<file path="config.mk">
export PLATFORM = sky130hd
export DESIGN_NAME = ipsd_ctrl
export DESIGN_NICKNAME = d
export VERILOG_FILES = /design/src/hdl/ipsd_pkg.sv /design/src/hdl/ipsd_ctrl.sv
export SDC_FILE = /design/constraint.sdc
export NUM_CORES = 1
export LEC_CHECK = 0
export ABC_AREA = 1
export CAP_MARGIN = 0
export CORE_MARGIN = 4
export CORE_UTILIZATION = 31
export CTS_BUF_LIST = sky130_fd_sc_hd__clkbuf_8
export DETAILED_ROUTE_END_ITERATION = 8
export DONT_BUFFER_PORTS = 1
export SLEW_MARGIN = 5
export SYNTH_ARGS = -nofsm -noshare
export SYNTH_HDL_FRONTEND = slang
export SYNTH_SLANG_ARGS = --single-unit
</file>
<file path="constraint.sdc">
create_clock -name clk -period 3.1 [get_ports clk]
set_input_delay 0.31 -clock clk [delete_from_list [all_inputs] [get_ports clk]]
set_output_delay 0.31 -clock clk [all_outputs]
set_load 0.02 [all_outputs]
</file>
<file path="src/hdl/ipsd_pkg.sv">
`timescale 1ns / 1ps
// Shared types, codes and offset tables for the inter-frame pixel stream decoder.
// No dependencies; imported by the controller and the datapath.
package ipsd_pkg;

	// Sizes of the fixed fields
	localparam int DIM_W  = 9;
	localparam int DIFF_W = 26;
	localparam int CFG_W  = 26;
	localparam int RUN_W  = 5;
	localparam int PIX_W  = 24;

	localparam logic [DIFF_W-1:0] DIFF_MAX = {DIFF_W{1'b1}};
	localparam logic [PIX_W-1:0]  WHITE    = 24'hFFFFFF;
	localparam logic [7:0]        BYTE_RAW = 8'hFF;

	// Reset values of the configuration registers
	localparam logic [DIM_W-1:0]  WIDTH_RST   = 9'd256;
	localparam logic [DIM_W-1:0]  HEIGHT_RST  = 9'd256;
	localparam logic [DIFF_W-1:0] KEY_TH_RST  = 26'd25067520;
	localparam logic [DIFF_W-1:0] REF_TH_RST  = 26'd5013504;

	// Register indexes
	localparam logic [1:0] REG_WIDTH  = 2'd0;
	localparam logic [1:0] REG_HEIGHT = 2'd1;
	localparam logic [1:0] REG_KEY_TH = 2'd2;
	localparam logic [1:0] REG_REF_TH = 2'd3;

	// Header codes (top three bits)
	localparam logic [2:0] CODE_RUN     = 3'd0;
	localparam logic [2:0] CODE_LUMA    = 3'd1;
	localparam logic [2:0] CODE_DELTA   = 3'd2;
	localparam logic [2:0] CODE_COPY    = 3'd3;

	// Error codes
	localparam logic [1:0] ERR_OK      = 2'd0;
	localparam logic [1:0] ERR_RANGE   = 2'd1;
	localparam logic [1:0] ERR_NOREF   = 2'd2;
	localparam logic [1:0] ERR_ZERORUN = 2'd3;

	// Pending payload kinds
	localparam logic [1:0] PEND_NONE = 2'd0;
	localparam logic [1:0] PEND_RAW  = 2'd1;
	localparam logic [1:0] PEND_LUMA = 2'd2;

	// Pixel sources
	localparam logic [2:0] SRC_CALC = 3'd0;
	localparam logic [2:0] SRC_PREV = 3'd1;
	localparam logic [2:0] SRC_HERE = 3'd2;
	localparam logic [2:0] SRC_LAST = 3'd3;
	localparam logic [2:0] SRC_REF  = 3'd4;

	// What a decoded byte asks for
	localparam logic [1:0] KIND_NONE = 2'd0;
	localparam logic [1:0] KIND_PIX  = 2'd1;
	localparam logic [1:0] KIND_RUN  = 2'd2;

	typedef logic signed [3:0] off_t;

	localparam off_t LAST_DR [64] = '{
		-4'sd5, -4'sd4, -4'sd4, -4'sd4,
		-4'sd3, -4'sd3, -4'sd3, -4'sd3, -4'sd3, -4'sd3, -4'sd3,
		-4'sd2, -4'sd2, -4'sd2, -4'sd2, -4'sd2, -4'sd2, -4'sd2,
		-4'sd1, -4'sd1, -4'sd1, -4'sd1, -4'sd1, -4'sd1, -4'sd1, -4'sd1, -4'sd1,
		4'sd0, 4'sd0, 4'sd0, 4'sd0, 4'sd0, 4'sd0, 4'sd0, 4'sd0, 4'sd0, 4'sd0,
		4'sd1, 4'sd1, 4'sd1, 4'sd1, 4'sd1, 4'sd1, 4'sd1, 4'sd1, 4'sd1,
		4'sd2, 4'sd2, 4'sd2, 4'sd2, 4'sd2, 4'sd2, 4'sd2,
		4'sd3, 4'sd3, 4'sd3, 4'sd3, 4'sd3, 4'sd3, 4'sd3,
		4'sd4, 4'sd4, 4'sd4,
		4'sd5};

	localparam off_t LAST_DC [64] = '{
		4'sd0,
		-4'sd1, 4'sd0, 4'sd1,
		-4'sd3, -4'sd2, -4'sd1, 4'sd0, 4'sd1, 4'sd2, 4'sd3,
		-4'sd3, -4'sd2, -4'sd1, 4'sd0, 4'sd1, 4'sd2, 4'sd3,
		-4'sd4, -4'sd3, -4'sd2, -4'sd1, 4'sd0, 4'sd1, 4'sd2, 4'sd3, 4'sd4,
		-4'sd5, -4'sd4, -4'sd3, -4'sd2, -4'sd1, 4'sd1, 4'sd2, 4'sd3, 4'sd4, 4'sd5,
		-4'sd4, -4'sd3, -4'sd2, -4'sd1, 4'sd0, 4'sd1, 4'sd2, 4'sd3, 4'sd4,
		-4'sd3, -4'sd2, -4'sd1, 4'sd0, 4'sd1, 4'sd2, 4'sd3,
		-4'sd3, -4'sd2, -4'sd1, 4'sd0, 4'sd1, 4'sd2, 4'sd3,
		-4'sd1, 4'sd0, 4'sd1,
		4'sd0};

	localparam off_t REF_DR [32] = '{
		-4'sd3, -4'sd3,
		-4'sd2, -4'sd2, -4'sd2, -4'sd2, -4'sd2,
		-4'sd1, -4'sd1, -4'sd1, -4'sd1, -4'sd1, -4'sd1, -4'sd1,
		4'sd0, 4'sd0, 4'sd0, 4'sd0,
		4'sd1, 4'sd1, 4'sd1, 4'sd1, 4'sd1, 4'sd1, 4'sd1,
		4'sd2, 4'sd2, 4'sd2, 4'sd2, 4'sd2,
		4'sd3, 4'sd3};

	localparam off_t REF_DC [32] = '{
		-4'sd1, 4'sd1,
		-4'sd2, -4'sd1, 4'sd0, 4'sd1, 4'sd2,
		-4'sd3, -4'sd2, -4'sd1, 4'sd0, 4'sd1, 4'sd2, 4'sd3,
		-4'sd2, -4'sd1, 4'sd1, 4'sd2,
		-4'sd3, -4'sd2, -4'sd1, 4'sd0, 4'sd1, 4'sd2, 4'sd3,
		-4'sd2, -4'sd1, 4'sd0, 4'sd1, 4'sd2,
		-4'sd1, 4'sd1};

	// Controller to datapath
	typedef struct packed {
		logic load_byte;
		logic decode;
		logic rd_src;
		logic put_pix;
		logic commit;
		logic last_item;
		logic end_frame;
		logic sweep;
	} cmd_t;

	// Datapath to controller
	typedef struct packed {
		logic [1:0]       kind;
		logic [RUN_W-1:0] run_len;
		logic             out_free;
		logic             done;
		logic             sweep_end;
	} stat_t;

	function automatic logic [7:0] absdiff8(input logic [7:0] a, input logic [7:0] b);
		absdiff8 = (a > b) ? (a - b) : (b - a);
	endfunction

endpackage

</file>
<file path="src/hdl/ipsd_ctrl.sv">
`timescale 1ns / 1ps
// Controller of the pixel stream decoder: sequences decode, memory reads, pixel
// commit, frame-end decision and store copy. Depends on ipsd_pkg.
module ipsd_ctrl (
	input  logic            clk,
	input  logic            arst_n,
	input  logic            in_valid,
	output logic            in_ready,
	input  ipsd_pkg::stat_t stat,
	output ipsd_pkg::cmd_t  cmd
);
	import ipsd_pkg::*;

	localparam logic [2:0] ST_IDLE  = 3'd0;
	localparam logic [2:0] ST_DEC   = 3'd1;
	localparam logic [2:0] ST_RD    = 3'd2;
	localparam logic [2:0] ST_PIX   = 3'd3;
	localparam logic [2:0] ST_ACC   = 3'd4;
	localparam logic [2:0] ST_END   = 3'd5;
	localparam logic [2:0] ST_SWEEP = 3'd6;
	localparam logic [2:0] ST_DRAIN = 3'd7;

	logic [2:0]       state_q;
	logic [2:0]       state_nx;
	logic [RUN_W-1:0] run_left_q;
	logic             commit;

	assign in_ready = (state_q == ST_IDLE);
	assign commit   = (state_q == ST_ACC) && stat.out_free;

	// Commands are a decode of the state
	always_comb begin
		cmd           = '0;
		cmd.load_byte = in_valid && in_ready;
		cmd.decode    = (state_q == ST_DEC);
		cmd.rd_src    = (state_q == ST_RD);
		cmd.put_pix   = (state_q == ST_PIX);
		cmd.commit    = commit;
		cmd.last_item = (run_left_q == RUN_W'(1)) || stat.done;
		cmd.end_frame = (state_q == ST_END);
		cmd.sweep     = (state_q == ST_SWEEP);
	end

	// Next state
	always_comb begin
		state_nx = state_q;
		case (state_q)
			ST_IDLE: begin
				if (in_valid) state_nx = ST_DEC;
			end
			ST_DEC: begin
				if (stat.kind == KIND_NONE) state_nx = ST_IDLE;
				else state_nx = ST_RD;
			end
			ST_RD:  state_nx = ST_PIX;
			ST_PIX: state_nx = ST_ACC;
			ST_ACC: begin
				if (commit) begin
					if (stat.done) state_nx = ST_END;
					else if (run_left_q > RUN_W'(1)) state_nx = ST_RD;
					else state_nx = ST_IDLE;
				end
			end
			ST_END: state_nx = ST_SWEEP;
			ST_SWEEP: begin
				if (stat.sweep_end) state_nx = ST_DRAIN;
			end
			ST_DRAIN: state_nx = ST_IDLE;
			default: state_nx = ST_IDLE;
		endcase
	end

	// State and run counter
	always_ff @(posedge clk or negedge arst_n) begin
		if (!arst_n) begin
			state_q    <= ST_IDLE;
			run_left_q <= '0;
		end else begin
			state_q <= state_nx;
			if (state_q == ST_DEC) begin
				run_left_q <= (stat.kind == KIND_RUN) ? stat.run_len : RUN_W'(1);
			end else if (commit) begin
				run_left_q <= run_left_q - RUN_W'(1);
			end
		end
	end

	a_run_nonzero: assert property (@(posedge clk) disable iff (!arst_n)
		(state_q == ST_ACC) |-> (run_left_q != '0))
		else $error("pixel committed with no run left");

	a_end_to_sweep: assert property (@(posedge clk) disable iff (!arst_n)
		(state_q == ST_END) |=> (state_q == ST_SWEEP))
		else $error("frame end not followed by store copy");

	a_sweep_done: assert property (@(posedge clk) disable iff (!arst_n)
		(state_q == ST_SWEEP && stat.sweep_end) |=> (state_q == ST_DRAIN))
		else $error("store copy did not finish at last address");

endmodule

</file>
Yosys cells after proc, flatten, opt, wreduce, memory -nomap -nowiden
Index checks and enable logic that the tools add are counted.
{"block": "classes", "add_sub_neg": 1, "order_cmp": 1, "n_eq_ne": 12, "n_mux": 10, "reduce_logical": 7}
{"op": "3-bit case mux with 8 select lines", "n": 1}
{"op": "5-bit 2-to-1 mux", "n": 3}
{"op": "3-bit equality test (second input constant)", "n": 4}
{"op": "3-bit 2-to-1 mux", "n": 4}
{"op": "3-bit by 2-bit equality test with 1-bit output (second input constant)", "n": 2}
{"op": "2-bit inequality test (second input constant)", "n": 3}
{"op": "5-bit by 1-bit equality test with 1-bit output (second input constant)", "n": 1}
{"op": "5-bit by 1-bit greater-than comparator with 1-bit output (second input constant)", "n": 1}
{"op": "5-bit by 1-bit subtractor with 5-bit output (second input constant)", "n": 1}
{"op": "2-bit 2-to-1 mux", "n": 2}
{"op": "3-bit by 1-bit equality test with 1-bit output (second input constant)", "n": 1}
{"op": "3-bit zero test", "n": 1}
{"op": "3-bit AND reduction", "n": 1}
{"op": "2-bit equality test (second input constant)", "n": 1}
{"op": "1-bit logical AND", "n": 2}
{"op": "2-bit zero test", "n": 1}
{"op": "2-bit nonzero test", "n": 1}
{"op": "1-bit logical OR", "n": 1}
{"block": "totals", "register_bits": 8, "input_bits": 13, "output_inout_bits": 9}

Longest topological paths before layout
Gate-level depths: netlist (run 1).
{"block": "logic_depth", "depth_word": 5, "depth_mapped": 9, "ltp_nobuf": 9}

Worst setup path after synthesis (run 1)
Ideal clock, no wire load.
{"block": "synth_timing", "path_type": "reg-to-output", "start": "register state_q[1]", "end": "output cmd[3] in the netlist's numbering", "t_arrival_ns": 0.961, "required_ns": 2.790, "path_slack_ns": 1.829, "stages_incl_launch_ff": 7, "path_buffers": 1, "path_cell_list": "dfrtp_1 inv_2 nand2_1 nor2_2 nand2_2 inv_1 buf_4"}
{"block": "synth_via", "elab_chain_len": 2}
{"item": "start: declaration", "line": "ipsd_ctrl.sv:23", "text": "logic [2:0] state_q;"}
{"item": "start signal: assignment", "line": "ipsd_ctrl.sv:79", "text": "state_q <= state_nx;"}
{"item": "3-bit equality test", "line": "ipsd_ctrl.sv:29", "text": "assign commit = (state_q == ST_ACC) && stat.out_free;"}
{"item": "1-bit logical AND", "line": "ipsd_ctrl.sv:29"}
{"item": "end: declaration", "line": "ipsd_ctrl.sv:10", "text": "output ipsd_pkg::cmd_t cmd"}
No other way between the ends.

==> results of run 1 <==
cells in the mapped netlist (all sizes together):
master	count	area share (%)
nor3	2	2.3
o21ai	5	5.5
and2	1	0.95
a31oi	1	0.95
nor2	18	12
ha	2	3.8
o211ai	1	1.1
nand4	2	1.9
a21oi	1	0.76
nand3	10	9.2
buf	1	1.1
dfrtp	8	31
nand2	31	19
inv	20	11
registers in the layout, indices dropped and copies added, names as in the netlist:
name        cells
run_left_q      5
state_q         3
layer usage:
metal  vias up  routed length [µm]
met5         -                   0
met4         0                  29
met3         3                 137
met2        22                 763
met1       264                 700
li1        323                   -
final timing paths:
kind                               start            end  slack, ns  cells past startpoint
max                           state_q[1]         cmd[6]       1.47                      3
min reg2reg                run_left_q[0]  run_left_q[0]       0.53                      2
min in group asynchronous         arst_n     state_q[2]       0.46                      1
max in group asynchronous         arst_n  run_left_q[2]       2.34                      1
max reg2reg                   state_q[1]  run_left_q[3]       1.66                      8
min                              stat[4]  run_left_q[1]       0.23                      2
cells by family after synthesis:
family | synth area share [%]
and+or+nand+nor | 44.66
buffers and inverters | 12.60
adders and majority gates | 3.816
AOI/OAI and AO/OA | 8.397
DFF | 30.53
power by group through the flow:
stage | sequential, mW | combinational, mW | clock (mW)
6_report | 0.214 | 0.449 | 0.123
5_1_grt | 0.219 | 0.518 | 0.137
4_1_cts | 0.213 | 0.456 | 0.130
3_5_place_dp | 0.214 | 0.451 | 0
3_3_place_gp | 0.210 | 0.434 | 0
2_1_floorplan | 0.200 | 0.377 | 0
cell type report:
class | instances | area (µm²)
Fill cell | 222 | 1249
Multi-Input combinational cell | 74 | 372.9
Sequential cell | 8 | 200.2
Inverter | 20 | 75.07
Clock buffer | 3 | 41.29
Tap cell | 27 | 33.78
Timing Repair Buffer | 1 | 10.01
what timing repair did:
action | 4_1_cts | 5_1_grt
hold endpoints to repair | 8 | 0
hold buffers | 1 | 0
endpoints found under the setup margin | 0 | 0
stage by stage:
| stage | cell area, µm² | util (%) | worst slack (ns) | std cells | hold slack (ns) |
|---|---|---|---|---|---|
| finish | 733.2 | 36.99 | 1.473 | 133 | 0.2328 |
| global route | 733.2 | 36.99 | 1.384 | 133 | 0.2462 |
| CTS | 733.2 | 36.99 | 1.466 | 133 | 0.2290 |
| detailed placement | 681.9 | 34.41 | 1.680 | 129 | 0.01480 |
| global placement | 681.9 | 34.41 | 1.743 | 129 | 0.01487 |
| floorplan | 655.6 | - | 1.829 | 103 | 0.01441 |
==> summary.md, run 1 <==
| Metric | Value |
|---|---|
| Sequential element share of the synthesized area | `just over 30%` |
| Setup violations, final | `0` |
| Min cycle time layout | `1.627 ns` |
| Status | `finished, final reports clean` |
| Core Area | `between 0.0015 and 0.002 mm²` |
| Clock power frac | `15.6%` |
| Gr usage total | `13.27%` |
| Iter 0 DRT Violations | `9` |
| Synth Cell Area | `655.6 µm²` |
| Slowest-stage cell, CP | `dfrtp_1` |
| Switch Pwr | `between 400 and 500 µW` |
| Final Hold Viols | `0` |
| Number of global-route vias before repair | `roughly 620` |
| Mapped Nets | `between 100 and 150` |
| Internal | `375.0 µW` |
| Max Clock Skew | `between 0.003 and 0.004 ns` |
| Period Utilization, post-route | `52.49%` |
| Ant diodes | `0` |
| Total power | `approximately 800 µW` |
| Crit path max fanout | `10` |
| TritonCTS clock tree | `yes` |
| Worst setup SP type | `flip-flop` |
| Post-Synthesis Cells | `between 100 and 150` |
| Pin count of the biggest net entering global routing | `11` |
| Drc violations | `0` |
| Top delay family on crit path | `buffers and inverters` |
| Worst-skew pair later-pin latency | `about 0.23 ns` |
| Total CTS buffers | `3` |
| Initial antenna violation count | `0` |
| Worst-Margin Slew | `0.4264 ns` |
| Most common cell after layout, fill and taps aside | `nand2_1` |
| Crit. End Element | `primary output` |
| Flop pwr share | `27.2%` |
| I/O Buffers | `0` |
| Max-slew headroom | `between 70% and 80%` |
| M1 GR Usage | `between 10% and 20%` |
| Total of max-cap violations | `0` |
| Leakage Power | `0.4117 nW` |
| H-tree depth | `1` |
| GRT Residual Overflow | `0` |
| Synthesis-stage register bit count | `8` |
| # rows | `16` |
| Clk root buf | `clkbuf_8` |
| Max-slew violations | `0` |
| Final net count | `123` |
| Drt wl/cell | `roughly 12 µm` |
| Fmax | `0.6146 GHz` |
| HP Class | `in2reg` |
| Via density | `4.602` |
| Sw Share | `a little over half` |
| Die Height | `53.99 µm` |
| Worst Path Required | `approximately 2.8 ns` |
| Yosys warns | `0` |
| Worst-path clk slew | `about 0.040 ns` |
| Met2 usage | `22.38%` |
| Area growth, synth to finish | `11.83%` |
| Die area | `0.002915 mm²` |
| CTS max path bufs | `2` |
| First-pass GRT wire length | `2691 µm` |
| Grt peak-use layer | `met2` |
| Via count | `between 600 and 700` |
| Final ANT Viol Nets | `0` |
| Cell breakdown of the critical path | `inv_2 -> nand3_2 -> inv_1` |
| Post-DP HPWL | `1373 µm` |
| Critical path class | `reg2out` |
| Die Wd | `53.99 µm` |
| Yosys cell types | `22` |
| Post-Syn Area per Cell | `around 6.4 µm²` |
| RSZ-0062 raised after global routing | `false` |
| Starting Density | `33.08%` |
| 1st-pass router iterations | `4` |
| Clock tree sinks | `8` |
| Logic pwr share | `a little under three fifths` |
| TNS Setup | `0 ns` |
| Commonest non-fill, non-tap cells in the layout | `nand2_1, inv_1, nor2_1` |
| Drt total wl | `1630 µm` |
| # Post-CTS Setup Buffers | `0` |
| Gpl congestion | `0.7625` |
| GR Util met3 | `5.263%` |
| Worst path max stage delay | `between 0.4 and 0.5 ns` |
| Post-CTS sizing | `0` |
| PwrDens | `1072 mW/mm²` |
| Ports | `22` |
| Max VDD drop | `0.0004642 V` |
| CP bufs+invs | `2` |
| Fraction of layout cells with a size suffix above 1 | `15.09%` |
| CP arrival | `1.32 ns` |
(Power assumes the default switching activity.)
==> run 2: changes to the inputs <==
--- a/config.mk
+++ b/config.mk
@@ -5,7 +5,7 @@
 export SDC_FILE = /design/constraint.sdc
 export NUM_CORES = 1
 export LEC_CHECK = 0
-export ABC_AREA = 1
+export ABC_AREA = 0
 export CAP_MARGIN = 0
 export CORE_MARGIN = 4
 export CORE_UTILIZATION = 31
==> constraint.sdc (replaced) <==
create_clock -name clk -period 1.7 [get_ports clk]
set_input_delay 0.17 -clock clk [delete_from_list [all_inputs] [get_ports clk]]
set_output_delay 0.17 -clock clk [all_outputs]
set_load 0.02 [all_outputs]
==> run 2 against run 1 <==
Net effect: critical path depth did not move; core utilization rose by 3.2 points; synthesized cell count fell by 34%; count of clock-buffer cells in the layout did not move; first-iteration DRC count fell by 44%; register-to-register slack got worse by 1.4 ns; synthesized area fell by 9.7%; critical path type unchanged; highest routed layer unchanged.
==> summary.md, run 2 <==
| Metric | Value |
|---|---|
| Status | `finished, final reports clean` |
| Number of global-route vias before repair | `518 (-16%)` |
| H-tree depth | `1 (unchanged)` |
| TNS Setup | `0 ns (unchanged)` |
| Period Utilization, post-route | `95.47%` |
| Critical path class | `reg2out` |
| Post-Syn Area per Cell | `8.703 µm² (+37%)` |
| Worst setup SP type | `flip-flop` |
| First-pass GRT wire length | `2277 µm (-15%)` |
| Ports | `22 (unchanged)` |
| Yosys warns | `0 (unchanged)` |
| Drt total wl | `1365 µm (-16%)` |
| Multi-input combinational cell area | `342.8 µm² (-8.1%)` |
| Drc violations | `0 (unchanged)` |
| Main synth FF type | `dfrtp_1` |
| HP Class | `in2reg` |
| Worst-path clk slew | `0.04 ns (about the same)` |
| Drt wl/cell | `13.79 µm (+13%)` |
| Synthesis-stage register bit count | `8 (unchanged)` |
| Logic pwr share | `53.6% (-3.6 points)` |
| 1st-pass router iterations | `4 (unchanged)` |
| Synth Cell Area | `591.8 µm² (-9.7%)` |
| Gpl congestion | `0.7181 (-5.8%)` |
| # Post-CTS Setup Buffers | `0 (unchanged)` |
| Worst-skew pair later-pin latency | `0.22 ns (about the same)` |
| Final Hold Viols | `0 (unchanged)` |
| Die area | `0.002672 mm² (-8.3%)` |
| Setup ws final | `0.07698 ns (-1.396 ns)` |
| FFs w/ async S/R, synth | `100.0% (unchanged)` |
| Max Clock Skew | `0.003795 ns (-0.0001446 ns)` |
| Gr usage total | `11.53% (-1.7 points)` |
| Yosys cell types | `34 (+55%)` |
| Pin count of the biggest net entering global routing | `11 (unchanged)` |
| Final ANT Viol Nets | `0 (unchanged)` |
| Core Area | `0.001764 mm² (-11%)` |
| Sequential Area | `201.4 µm² (+0.62%)` |
| Post-Synthesis Cells | `68 (-34%)` |
| Max FFs per register | `5 (unchanged)` |
| Fmax | `0.6161 GHz` |
| Clk root buf | `clkbuf_8` |
| # rows | `15 (-1)` |
| Total of max-cap violations | `0 (unchanged)` |
| Clock tree sinks | `8 (unchanged)` |
| TritonCTS clock tree | `yes` |
| CP arrival | `1.45 ns (+0.13 ns)` |
| Starting Density | `33.55% (+0.47 points)` |
| Mapped Nets | `83 (-30%)` |
| I/O Buffers | `0 (unchanged)` |
| R2R Setup Slk | `0.24 ns (-1.42 ns)` |
| GRT Residual Overflow | `0 (unchanged)` |
| Final net count | `91 (-26%)` |
| Via count | `512 (-16%)` |
| Die Wd | `51.70 µm (-4.3%)` |
| Total CTS buffers | `3 (unchanged)` |
| Sequential element share of the synthesized area | `33.83% (+3.3 points)` |
| Die Height | `51.70 µm (-4.3%)` |
| Crit path max fanout | `10 (unchanged)` |
| CTS max path bufs | `2 (unchanged)` |
| Most frequent cells after synthesis | `dfrtp_1, nand3_1, inv_1, nor2_1, nor3_1` |
| Max VDD drop | `0.0009943 V (+110%)` |
| CP bufs+invs | `2 (unchanged)` |
| Switch Pwr | `554.2 µW (+35%)` |
| Clock power frac | `17.3% (+1.7 points)` |
| Leakage Power | `0.3084 nW (-25%)` |
| Top delay family on crit path | `flip-flops` |
| Initial antenna violation count | `0 (unchanged)` |
| Top reg by flops | `run_left_q` |
| Top post-synthesis cells by area | `dfrtp_1, nand3_1, ha_1` |
| Worst Path Required | `1.53 ns (-1.26 ns)` |
| Sw Share | `43.29% (-9.0 points)` |
| Max-slew violations | `0 (unchanged)` |
| Fraction of layout cells with a size suffix above 1 | `18.92% (+3.8 points)` |
| Filler cell count | `192 (-14%)` |
| M1 WL | `580 µm (-17%)` |
| Top Layer Used | `met4` |
| Setup violations, final | `0 (unchanged)` |
| Area leader, netlist | `dfrtp_1` |
| Iter 0 DRT Violations | `5 (-4)` |
| Worst-Margin Slew | `0.4193 ns (-0.007195 ns)` |
| Fin util | `40.21% (+3.2 points)` |
| Via density | `5.172 (+12%)` |
| Post-synth EDFFs | `0 (unchanged)` |
| Area growth, synth to finish | `19.87%` |
| Crit. End Element | `primary output` |
| Ant diodes | `0 (unchanged)` |
| Post-DP HPWL | `1046 µm (-24%)` |
| Most numerous cell on the critical path | `buf_4` |
| PwrDens | `1805 mW/mm² (+68%)` |
| Max-slew headroom | `71.99% (+0.52 points)` |
| Leading registers by flop count | `run_left_q: 5 flops, state_q: 3 flops` |
| Most frequent cell after synthesis | `dfrtp_1` |
| RSZ-0062 raised after global routing | `false` |
| Worst path max stage delay | `0.47 ns (+0.05 ns)` |
| Dpl ws | `0.1322 ns (-1.547 ns)` |
| Slowest-stage cell, CP | `dfrtp_2` |
| Min cycle time layout | `1.623 ns` |
| Length of routed met2 wiring | `709 µm (-7.1%)` |
| Commonest non-fill, non-tap cells in the layout | `buf_4, nand3_1, dfrtp_1` |
| Post-synth top area share | `33.83% (+3.3 points)` |
| Routed wl met3 | `63 µm (-54%)` |
| Cell breakdown of the critical path | `nor4bb_4 -> buf_4 -> buf_4` |
| Internal | `726.2 µW (+94%)` |
| Flop pwr share | `29.1% (+1.9 points)` |
| Most common cell after layout, fill and taps aside | `buf_4` |
| Total power | `1.280 mW (+63%)` |
-- run 2: cell type report --
class	instances	area share, %
flip-flops and latches	8	28.40
clock buffers	3	5.820
inverters	6	3.175
repair buffers	9	9.877
well taps	25	4.409
multi-input cells	48	48.32
-- run 2: worst reg2reg max path: stages (launching register included) --
cell      delay (ns)
dfrtp_2         0.47
nor4bb_4        0.40
a211oi_1        0.12
or3_1           0.35
-- run 2: power by group through the flow --
stage	Clock (mW)	Sequential, mW	Combinational, mW
floorplan	0	0.322	0.564
global placement	0	0.361	0.668
detailed placement	0	0.363	0.672
CTS	0.228	0.367	0.689
global route	0.242	0.386	0.768
finish	0.222	0.372	0.687
-- run 2: worst paths after layout --
path                                     from             to  cells after the start
max in group asynchronous              arst_n     state_q[1]                      1
worst max-delay path               state_q[1]         cmd[3]                      3
worst max register to register     state_q[1]  run_left_q[3]                      3
worst min register to register  run_left_q[4]  run_left_q[4]                      3
min in group asynchronous              arst_n     state_q[0]                      1
worst min-delay path                  stat[2]     state_q[2]                      1
-- run 2: logic make-up after synthesis --
logic type               synth area share, %
AO/OA/AOI/OAI                          16.70
multiplexers                           1.903
AND/OR/NAND/NOR                        28.76
adder cells (fa/ha/maj)                4.228
XOR/XNOR                               2.960
flip-flops                             33.83
buffers and inverters                  11.63
-- run 2: per-stage QoR --
step / hold WS, ns / instances / area (µm²)
2_1_floorplan: -0.1256 / 68 / 591.8
3_3_place_gp: -0.1254 / 95 / 648.1
3_5_place_dp: -0.1253 / 95 / 648.1
4_1_cts: 0.05578 / 99 / 708.2
5_1_grt: 0.05777 / 99 / 709.4
6_report: 0.05797 / 99 / 709.4
-- run 2: layer usage --
layer  track usage [%]  vias up
li1                  -      258
met5                 0        -
met2             18.01       13
met3             6.304        2
met4             4.367        0
met1             13.12      239
-- run 2: repair_timing --
| action | 4_1_cts | 5_1_grt |
|---|---|---|
| hold buffers | 1 | 0 |
| pin swaps | 0 | 1 |
| hold endpoints to repair | 8 | 0 |
| resized for setup | 1 | 1 |
| endpoints found under the setup margin | 1 | 1 |
==> run 3: changes to the inputs <==
--- a/config.mk
+++ b/config.mk
@@ -9,9 +9,9 @@
 export CAP_MARGIN = 0
 export CORE_MARGIN = 4
 export CORE_UTILIZATION = 31
-export CTS_BUF_LIST = sky130_fd_sc_hd__clkbuf_8
 export DETAILED_ROUTE_END_ITERATION = 8
 export DONT_BUFFER_PORTS = 1
+export MAX_ROUTING_LAYER = met4
 export SLEW_MARGIN = 5
 export SYNTH_ARGS = -nofsm -noshare
 export SYNTH_HDL_FRONTEND = slang
==> run 3 against run 2 <==
Net effect: clock skew is 0.0024 ns higher; via count is 3.3% higher; cell area is 0.53% higher; register-to-register slack worse by 0.07 ns; critical path depth stayed put; wire length is 1.8% higher; maximum frequency is 1.5% lower; final cell count is 3.0% higher; critical path type unchanged; total power is 4.8% lower; core utilization is 0.21 points higher; sequential share of layout area is 0.15 points lower; largest cell class unchanged.
==> summary.md, run 3 (same netlist as run 2, synthesis figures left out) <==
| Metric | Value |
|---|---|
| Max-slew headroom | `72.24% (+0.25 points)` |
| I/O Buffers | `0 (unchanged)` |
| Max VDD drop | `0.0008081 V (-19%)` |
| PwrDens | `1710 mW/mm² (-5.3%)` |
| First-pass GRT wire length | `2283 µm (+0.26%)` |
| Design Area, Final | `713.2 µm² (+0.53%)` |
| Hold wc startpoint | `stat[2]` |
| Clock tree sinks | `8 (unchanged)` |
| HP Class | `in2reg` |
| Post-DP HPWL | `1046 µm (unchanged)` |
| Worst path max stage delay | `0.48 ns (about the same)` |
| Worst setup SP type | `flip-flop` |
| Leakage Power | `0.3167 nW (+2.7%)` |
| Ports | `22 (unchanged)` |
| Clk root buf | `clkbuf_4` |
| Starting Density | `33.55% (unchanged)` |
| TritonCTS clock tree | `yes` |
| Die Height | `51.70 µm (unchanged)` |
| Commonest non-fill, non-tap cells in the layout | `buf_4, nand3_1, dfrtp_1` |
| CP arrival | `1.48 ns (+0.03 ns)` |
| Ant diodes | `0 (unchanged)` |
| Max FFs per register | `5 (unchanged)` |
| Gr usage total | `11.71% (+0.18 points)` |
| Reg-to-Reg Start | `state_q[1]` |
| Drt total wl | `1389 µm (+1.8%)` |
| Max-slew violations | `0 (unchanged)` |
| Dpl ws | `0.1322 ns (unchanged)` |
| H-tree depth | `1 (unchanged)` |
| 1st-pass router iterations | `4 (unchanged)` |
| Crit path max fanout | `10 (unchanged)` |
| Min cycle time layout | `1.647 ns (+0.02442 ns)` |
| Die area | `0.002672 mm² (unchanged)` |
| Final Hold Viols | `0 (unchanged)` |
| Critical Path Source | `state_q[1]` |
| Initial antenna violation count | `0 (unchanged)` |
| Period Utilization, post-route | `96.91% (+1.4 points)` |
| Drt wl/cell | `13.62 µm (-1.2%)` |
| Placed cells | `95 (unchanged)` |
| Gpl congestion | `0.7265 (+1.2%)` |
| Max Clock Skew | `0.006228 ns (+0.002433 ns)` |
| Leading registers by flop count | `run_left_q: 5 flops, state_q: 3 flops` |
| Placement Cell Area | `648.1 µm² (unchanged)` |
| Slowest-stage cell, CP | `dfrtp_2` |
| CTS max path bufs | `2 (unchanged)` |
| Top reg by flops | `run_left_q` |
| Status | `finished, final reports clean` |
| Core Area | `0.001764 mm² (unchanged)` |
| Worst Path Required | `1.53 ns (about the same)` |
| Crit. End Element | `primary output` |
| Final ANT Viol Nets | `0 (unchanged)` |
| Setup ws final | `0.05256 ns (-0.02442 ns)` |
| # rows | `15 (unchanged)` |
| Area growth, synth to finish | `20.51%` |
| Worst-Margin Slew | `0.4155 ns (-0.003715 ns)` |
| Final net count | `94 (+3.3%)` |
| Die Wd | `51.70 µm (unchanged)` |
| GRT Residual Overflow | `0 (unchanged)` |
| Most common cell after layout, fill and taps aside | `buf_4` |
| Fmax | `0.6070 GHz (-1.5%)` |
| Most numerous cell on the critical path | `buf_4` |
| Worst-skew pair later-pin latency | `0.25 ns (+0.03 ns)` |
| Number of global-route vias before repair | `516 (-0.39%)` |
| Fin util | `40.43% (+0.21 points)` |
| Worst-path clk slew | `0.06 ns (+0.02 ns)` |
| Cell breakdown of the critical path | `nor4bb_4 -> buf_4 -> buf_4` |
| Pin count of the biggest net entering global routing | `11 (unchanged)` |
| R2R Setup Slk | `0.17 ns (-0.07 ns)` |
| Fraction of layout cells with a size suffix above 1 | `22.08% (+3.2 points)` |
| Via density | `5.186 (+0.28%)` |
| Via count | `529 (+3.3%)` |
| Total of max-cap violations | `0 (unchanged)` |
| Fin cells | `102 (+3.0%)` |
| Drc violations | `0 (unchanged)` |
| Setup violations, final | `0 (unchanged)` |
| Iter 0 DRT Violations | `9 (+4)` |
| Total CTS buffers | `3 (unchanged)` |
| Critical path class | `reg2out` |
[run 3: metal layers]
layer | routed length, µm | global-route usage (%) | up-vias
met5 | 0 | - | -
met4 | 11 | 3.493 | 0
met3 | 68 | 5.158 | 2
met2 | 721 | 18.22 | 16
met1 | 587 | 13.65 | 245
li1 | - | - | 266
[run 3: report_power, final]
part	internal [mW]	total, mW	switching, mW
clock	0.0805	0.142	0.0610
sequential	0.273	0.372	0.0992
combinational	0.315	0.706	0.391
[run 3: stage by stage]
stage          power (mW)  setup TNS [ns]  hold slack [ns]
3_5_place_dp        1.035               0          -0.1253
5_1_grt             1.334        -0.02817          0.02218
6_report            1.219               0          0.03240
3_3_place_gp        1.029               0          -0.1254
2_1_floorplan      0.8858               0          -0.1256
4_1_cts             1.206               0          0.02075
[run 3: repair_timing]
item / in CTS / in global routing
hold buffers: 1 / 0
endpoints found under the setup margin: 1 / 1
endpoints found under the hold margin: 8 / 0
setup buffers: 0 / 3
gates resized for setup: 1 / 1
pin swaps: 0 / 1
[run 3: area by class of cell]
class | count | area, µm²
Inverter | 6 | 22.52
Sequential cell | 8 | 201.4
Tap cell | 25 | 31.28
Fill cell | 192 | 1051
Timing Repair Buffer | 12 | 92.59
Multi-Input combinational cell | 48 | 342.8
Clock buffer | 3 | 22.52
[run 3: worst paths after layout]
| kind | endpoint | cells after the start |
|---|---|---|
| worst max-delay path | cmd[3] | 3 |
| worst min-delay path | state_q[2] | 1 |
| worst max register to register | run_left_q[1] | 4 |
| worst min register to register | run_left_q[4] | 3 |
| max in group asynchronous | state_q[1] | 1 |
| min in group asynchronous | state_q[0] | 1 |
[run 3: worst max-delay path, delay by kind of cell (launching register included)]
family                 cells  cell delay, ns
buffers and inverters      2            0.35
flip-flops                 1            0.48
AND/OR/NAND/NOR            1            0.39
